[config.mk]
export PLATFORM = sky130hd
export DESIGN_NAME = slmc_front
export DESIGN_NICKNAME = d
export VERILOG_FILES = /design/src/design/slmc_pkg.sv /design/src/design/slmc_front.sv
export SDC_FILE = /design/constraint.sdc
export NUM_CORES = 1
export LEC_CHECK = 0
export ABC_AREA = 1
export BUFFER_PORTS_ARGS = -buffer_cell sky130_fd_sc_hd__buf_2
export CAP_MARGIN = 20
export CORE_MARGIN = 5
export CORE_UTILIZATION = 36
export DETAILED_ROUTE_END_ITERATION = 8
export GPL_TIMING_DRIVEN = 0
export PLACE_DENSITY = 0.68
export SETUP_SLACK_MARGIN = 0.3
export SLEW_MARGIN = 40
export SYNTH_ARGS = -nofsm -noshare
export SYNTH_HDL_FRONTEND = slang
export SYNTH_SLANG_ARGS = --single-unit
[constraint.sdc]
create_clock -name clock -period 1.8 [get_ports clock]
set_input_delay 0.18 -clock clock [delete_from_list [all_inputs] [get_ports clock]]
set_output_delay 0.18 -clock clock [all_outputs]
set_load 0.05 [all_outputs]
[src/design/slmc_pkg.sv]
// shared types and constants for the sample logger mode controller
`timescale 1ns / 1ps

package slmc_pkg;

   localparam int RING_DEPTH = 1024;
   localparam int QUEUE_DEPTH = 2;
   localparam int CSR_INDEX_WIDTH = 3;
   localparam int CSR_DATA_WIDTH = 16;

   // action codes of a request beat
   localparam logic [2:0] ACTION_TICK = 3'd0;
   localparam logic [2:0] ACTION_BUTTON_ONE = 3'd1;
   localparam logic [2:0] ACTION_BUTTON_TWO = 3'd2;
   localparam logic [2:0] ACTION_SAMPLE = 3'd3;
   localparam logic [2:0] ACTION_PULL = 3'd4;

   // configuration register indexes
   localparam logic [CSR_INDEX_WIDTH-1:0] CSR_DEBOUNCE_TICKS = 3'd0;
   localparam logic [CSR_INDEX_WIDTH-1:0] CSR_SAMPLE_INTERVAL = 3'd1;
   localparam logic [CSR_INDEX_WIDTH-1:0] CSR_CAPTURE_BLINK_PERIOD = 3'd2;
   localparam logic [CSR_INDEX_WIDTH-1:0] CSR_HOLD_BLINK_PERIOD = 3'd3;
   localparam logic [CSR_INDEX_WIDTH-1:0] CSR_LED_ON_TICKS = 3'd4;

   // register reset values
   localparam logic [15:0] DEBOUNCE_TICKS_RESET = 16'd200;
   localparam logic [7:0] SAMPLE_INTERVAL_RESET = 8'd5;
   localparam logic [15:0] CAPTURE_BLINK_PERIOD_RESET = 16'd1000;
   localparam logic [15:0] HOLD_BLINK_PERIOD_RESET = 16'd500;
   localparam logic [15:0] LED_ON_TICKS_RESET = 16'd100;

   typedef enum logic [2:0] {
      OP_TICK,
      OP_BUTTON_ONE,
      OP_BUTTON_TWO,
      OP_SAMPLE,
      OP_PULL,
      OP_NONE
   } op_type;

   typedef struct packed {
      logic [2:0] action;
      logic [7:0] sample;
   } req_type;

   typedef struct packed {
      logic led;
      logic mode;
      logic start_conversion;
      logic dump_begin;
      logic dump_valid;
      logic [7:0] dump_value;
      logic dump_last;
   } rsp_type;

   typedef struct packed {
      op_type op;
      logic [7:0] sample;
   } cmd_type;

endpackage

[src/design/slmc_front.sv]
// request intake: action decode and command queue toward the back end
`timescale 1ns / 1ps

module slmc_front (
   input  logic              clock,
   input  logic              reset,
   input  logic              req_valid,
   output logic              req_stall,
   input  slmc_pkg::req_type req_payload,
   output logic              cmd_valid,
   output slmc_pkg::cmd_type cmd,
   input  logic              cmd_pop
);

   localparam int QueueDepth = slmc_pkg::QUEUE_DEPTH;
   localparam int PtrWidth = (QueueDepth > 1) ? $clog2(QueueDepth) : 1;
   localparam int CountWidth = $clog2(QueueDepth + 1);

   slmc_pkg::cmd_type entry_ff [QueueDepth];
   logic [PtrWidth-1:0] wr_ptr_ff, wr_ptr_in;
   logic [PtrWidth-1:0] rd_ptr_ff, rd_ptr_in;
   logic [CountWidth-1:0] count_ff, count_in;
   slmc_pkg::cmd_type decoded;
   logic push;

   always_comb begin
      decoded.sample = req_payload.sample;
      case (req_payload.action)
         slmc_pkg::ACTION_TICK: decoded.op = slmc_pkg::OP_TICK;
         slmc_pkg::ACTION_BUTTON_ONE: decoded.op = slmc_pkg::OP_BUTTON_ONE;
         slmc_pkg::ACTION_BUTTON_TWO: decoded.op = slmc_pkg::OP_BUTTON_TWO;
         slmc_pkg::ACTION_SAMPLE: decoded.op = slmc_pkg::OP_SAMPLE;
         slmc_pkg::ACTION_PULL: decoded.op = slmc_pkg::OP_PULL;
         default: decoded.op = slmc_pkg::OP_NONE;
      endcase
   end

   assign req_stall = (count_ff == CountWidth'(QueueDepth));
   assign push = req_valid && !req_stall;
   assign cmd_valid = (count_ff != '0);
   assign cmd = entry_ff[rd_ptr_ff];

   always_comb begin
      wr_ptr_in = wr_ptr_ff;
      rd_ptr_in = rd_ptr_ff;
      count_in = count_ff;
      if (push) begin
         wr_ptr_in = (wr_ptr_ff == PtrWidth'(QueueDepth - 1)) ? '0 : wr_ptr_ff + 1'b1;
      end
      if (cmd_pop) begin
         rd_ptr_in = (rd_ptr_ff == PtrWidth'(QueueDepth - 1)) ? '0 : rd_ptr_ff + 1'b1;
      end
      if (push && !cmd_pop) begin
         count_in = count_ff + 1'b1;
      end else if (cmd_pop && !push) begin
         count_in = count_ff - 1'b1;
      end
   end

   always_ff @(posedge clock) begin
      if (reset) begin
         wr_ptr_ff <= '0;
         rd_ptr_ff <= '0;
         count_ff <= '0;
      end else begin
         wr_ptr_ff <= wr_ptr_in;
         rd_ptr_ff <= rd_ptr_in;
         count_ff <= count_in;
      end
   end

   always_ff @(posedge clock) begin
      if (push) begin
         entry_ff[wr_ptr_ff] <= decoded;
      end
   end

   a_count_bound: assert property (@(posedge clock) disable iff (reset)
      count_ff <= CountWidth'(QueueDepth))
      else $error("command queue over depth");

   a_pop_nonempty: assert property (@(posedge clock) disable iff (reset)
      cmd_pop |-> count_ff != '0)
      else $error("command popped from empty queue");

   a_count_step: assert property (@(posedge clock) disable iff (reset)
      (push && !cmd_pop) |=> count_ff == $past(count_ff) + 1'b1)
      else $error("queue count did not follow a push");

endmodule

# Word-level counts from Yosys, hierarchy flattened
# Memories as Yosys holds them, arrays and structs flattened. A register that Yosys moved wholly into a read port is not among the register bits.
# Index checks and enable logic that the tools add are counted.
# word_totals
inputBits,15
ram_bits,22
mem_bits_ro,0
regBits,4
latchBits,0
memories,1
word_cells,31
# mem_list
memory,words,word_bits,rd,rd_ports_with_merged_regs,wr,line,rtl
entry_ff,2,11,1,1,1,slmc_front.sv:19,slmc_pkg::cmd_type entry_ff [QueueDepth];
# op_classes
bitwise_logic,0
muxes,9
reduce_logical,9
order_cmp,0
mul,0
div,0
n_addsub,4
n_eq_ne,5
shifts,0
# op_table
operator,count
one-hot mux 3 bit (5 select lines),1
"== test 3 x 2 -> 1 bit, second input constant",2
2-to-1 mux 1 bit,6
2-to-1 mux 2 bit,2
nonzero test 2 bit,2
"== test 3 x 1 -> 1 bit, second input constant",1
"== test 3 bit, second input constant",1
logical AND 1 bit,3
zero test 1 bit,3
zero test 3 bit,1
"adder 1 bit, second input constant",2
"adder 2 x 1 -> 2 bit, second input constant",1
"== test 2 bit, second input constant",1
"subtractor 2 x 1 -> 2 bit, second input constant",1

# Logic depth before layout (Yosys ltp)
# logic_depth
word_depth,7
ltp_mapped,10

# Worst setup path after synthesis
# OpenSTA, ideal clock, no wires.
# synth_timing
path_kind,reg2reg
startpoint,reg count_ff[0]
endpoint,"mem entry_ff[1][0] in the netlist's numbering, enable pin"
path_stages_with_launch,3
setup_slack_ns,0.421
required_ns,1.422
arrival_ns,1.000
setup_time_ns,0.378
period_less_slack_ns,1.379
path_cell_list,dfxtp_1 > o21ai_2 > nor2_1
# synth_via
elab_chain_cells,5
# synth_lines
element,line,rtl
start: declaration,slmc_front.sv:22,"logic [CountWidth-1:0] count_ff, count_in;"
start signal: assignment,slmc_front.sv:68,count_ff <= count_in;
== test 2 bit,slmc_front.sv:38,assign req_stall = (count_ff == CountWidth'(QueueDepth));
zero test 1 bit,slmc_front.sv:39,assign push = req_valid && !req_stall;
logical AND 1 bit,slmc_front.sv:39,
2-to-1 mux 1 bit,slmc_front.sv:73,if (push) begin
2-to-1 mux 1 bit (implied by the code),slmc_front.sv:74,entry_ff[wr_ptr_ff] <= decoded;
end: declaration,slmc_front.sv:19,
# No other way between the ends.

==> impl_results.md <==
- Status: finished clean
- Synth warnings: 0
- CTS Root Cell: clkbuf_4
- Synthesized cell area: approximately 1100 um^2
- Initial antenna violation count: 0
- Clock slew seen by the registers of the worst setup and hold paths: about 0.13 ns
- Total global routing overflow: 0
- HP Start: reset
- CP Launch Type: register
- Die Height: 64.1 um
- Core Region: 2780 um^2
- Synthesized area per cell: 14.4 um^2
- Die ar.: 4100 um^2
- Syn Nets: a little under 90
- Total CTS buffers: 3
- Residual DRC: 0
- Final #Nets: roughly 120
- Fin Clk Skew: roughly 0.01 ns
- Post-synth EDFFs: 22
- Routed Antenna Nets: 0
- Fin Hold WS: around 0.030 ns
- Hold Violations, Final: 0
- CTS tree: done
- Pleak: approximately 0.61 nW
- Setup repair after global routing missed its margin: true
- Yosys top cell area share: a little over three fifths
- Fin util: 52.2%
- Post-Syn Instances: between 70 and 80
- Largest net degree at the start of global routing: 17
- TritonRoute pass-1 iters: 6
- Row count: 19
- WL final: roughly 2000 um
- Ys async rst share: 0%
- Reg area: 766 um^2
- Iter 0 DRT Violations: 17
- Io pins: 28
- Tightest Pin Transition: a little under 0.6 ns
- CP peak stage delay: around 0.39 ns
- CP top delay family: flip-flops
- Crit-path cells: buf_6 > mux2_4 > buf_8
- Worst VDD drop: approximately 0.74 mV
- Rel. slew slack: about three fifths
- Pwr dens: between 1000 and 1500 nW/um^2
- Worst Path Arrival: ~1.3 ns
- Post-route cell area: between 1000 and 1500 um^2
- Post-synthesis sequential area ratio: 72.3%
- Slowest stage cell on the critical path: dfxtp_4
- Top-count cell post-synth: edfxtp_1
- First-pass GRT wire length: 3130 um
- CTS sink cnt: 27
- Routed len/inst: 14.5 um
- H-tree depth: 1
- Area growth syn-to-layout: 38.0%
- Vias/cell: slightly below 5
- Final number of setup-violating endpoints: 0
- # diodes: 0
- DP Area: between 1000 and 1500 um^2
- Chip width: ~64 um
- Critical path type: register to output pin
- Clock period minus worst slack: 1.49 ns
- Reg2reg start: count_ff[1]
- Critical Path RT: 1.62 ns
- FF+latch count, synth: 27
- HPWL Detailed: roughly 1300 um
- Buf/Inv on CP: 2
- Synth Flop Type: edfxtp_1
- Max Fclk: approximately 0.67 GHz
- Skew-Pair Late Insertion Delay: around 0.32 ns
- Area of the multi-input gates: 302 um^2
- Bufs on Longest Clock Path: 2
- Top cells by count, synth: 22 x edfxtp_1, 11 x mux2_2, 9 x inv_1, 9 x nor2_1, 5 x dfxtp_1
- Count of cell types in the netlist: 18
- Via count: 664
- Share of layout cells above drive strength 1: 51.9%
- Top post-synthesis cells by area: edfxtp_1 63%, mux2_2 12%, dfxtp_1 9.5%
- Filler cell count: between 200 and 250
- Element type at the critical path end: output pin
- Overall global routing resource usage: between 9 and 10%
- CP max FO: 5
- Final Power: ~1.5 mW
- Worst R2R End: count_ff[1]
- Hold depth: 2
- Port Buffers: 27
- Crit share post-route: roughly 83%
- GP Congestion: between 0.6 and 0.7
- Min-Delay Path Class: input pin to register
- Area leader, netlist: edfxtp_1
- Slew Limit Fails: 0
- Starting Density: ~38%
- Total negative setup slack: 0 ns
- R2R cell count: 9
- R2R Setup Slk: between 0.3 and 0.4 ns
- Max Cap Viol: 0
- Vias in the first global route: 700
==> sequential cells by signal, indices dropped and copies added (netlist names), named ones only <==
signal	flops
wr_ptr_ff	1
entry_ff	22
rd_ptr_ff	1
count_ff	2
==> repair_timing <==
action | in CTS | in global routing
hold buffers | 0 | 0
pin swaps | 0 | 1
gates resized for setup | 30 | 25
setup endpoints to repair | 11 | 27
hold endpoints to repair | 0 | 0
buffers inserted | 1 | 0
cloned | 1 | 0
==> report_power, final <==
| part | internal, mW | total (mW) | leakage, nW | switching (mW) |
|---|---|---|---|---|
| Sequential | 0.739 | 0.765 | 0.248 | 0.0268 |
| Combinational | 0.193 | 0.472 | 0.349 | 0.279 |
| Clock | 0.0849 | 0.261 | 0.0139 | 0.176 |
==> placed cells by master (no fill, tap or decap), drive strengths merged, types with 3 or more instances in the layout <==
master,synthesis,final
o21ai,3,3
inv,10,10
clkbuf,1,4
mux2,11,11
nand2,5,5
buf,1,30
nor2,9,9
edfxtp,22,22
dfxtp,5,5
==> worst reg2reg max path: stages (launching register included) <==
cell	delay [ns]
dfxtp_2	0.37
inv_2	0.06
o21ai_4	0.24
inv_2	0.07
ha_1	0.29
inv_2	0.08
nand3_1	0.08
nand2_1	0.07
inv_1	0.04
nor2_1	0.09
==> per-stage QoR <==
step           worst slack (ns)  std cells
2_1_floorplan             0.421         73
3_3_place_gp              0.172        131
3_5_place_dp              0.317        131
4_1_cts                   0.269        137
5_1_grt                   0.259        137
6_report                  0.313        137
==> worst max-delay path by stage <==
stage / to / startpoint / slack, ns / cells past startpoint
detailed placement: count_ff[1] / count_ff[1] / 0.32 / 9
CTS: cmd[9] / register / 0.27 / 3
floorplan: entry_ff[1][0] / count_ff[0] / 0.42 / 2
global route: cmd[0] / register / 0.26 / 3
global placement: entry_ff[1][0] / count_ff[0] / 0.17 / 2
finish: cmd[3] / register / 0.31 / 3
==> cell type report <==
| class | count | share of cell area, % |
|---|---|---|
| Multi-Input combinational cell | 34 | 20.8 |
| Clock inverter | 1 | 0.517 |
| Inverter | 10 | 2.58 |
| Clock buffer | 3 | 1.55 |
| Timing Repair Buffer | 29 | 18.2 |
| Buffer | 2 | 1.03 |
| Sequential cell | 27 | 52.7 |
| Tap cell | 31 | 2.67 |
==> layer usage <==
metal	track usage (%)	up-vias	share of wire, %
li1	-	320	-
met1	10.5	306	37
met2	17.5	34	52
met3	4.38	4	9.7
met4	3.12	0	1.4
met5	0	-	0
==> cell families (layout without fill, tap and decap cells) <==
group | Yosys count | after routing | share of synthesized area [%]
AND/OR/NAND/NOR | 16 | 16 | 6.30
adder cells (fa/ha/maj) | 1 | 1 | 1.19
buffers and inverters | 12 | 45 | 4.64
flip-flops | 27 | 27 | 72.3
multiplexers | 11 | 11 | 11.8
AO/OA/AOI/OAI | 5 | 5 | 2.97
XOR/XNOR | 1 | 1 | 0.832
(Power assumes the default switching activity.)
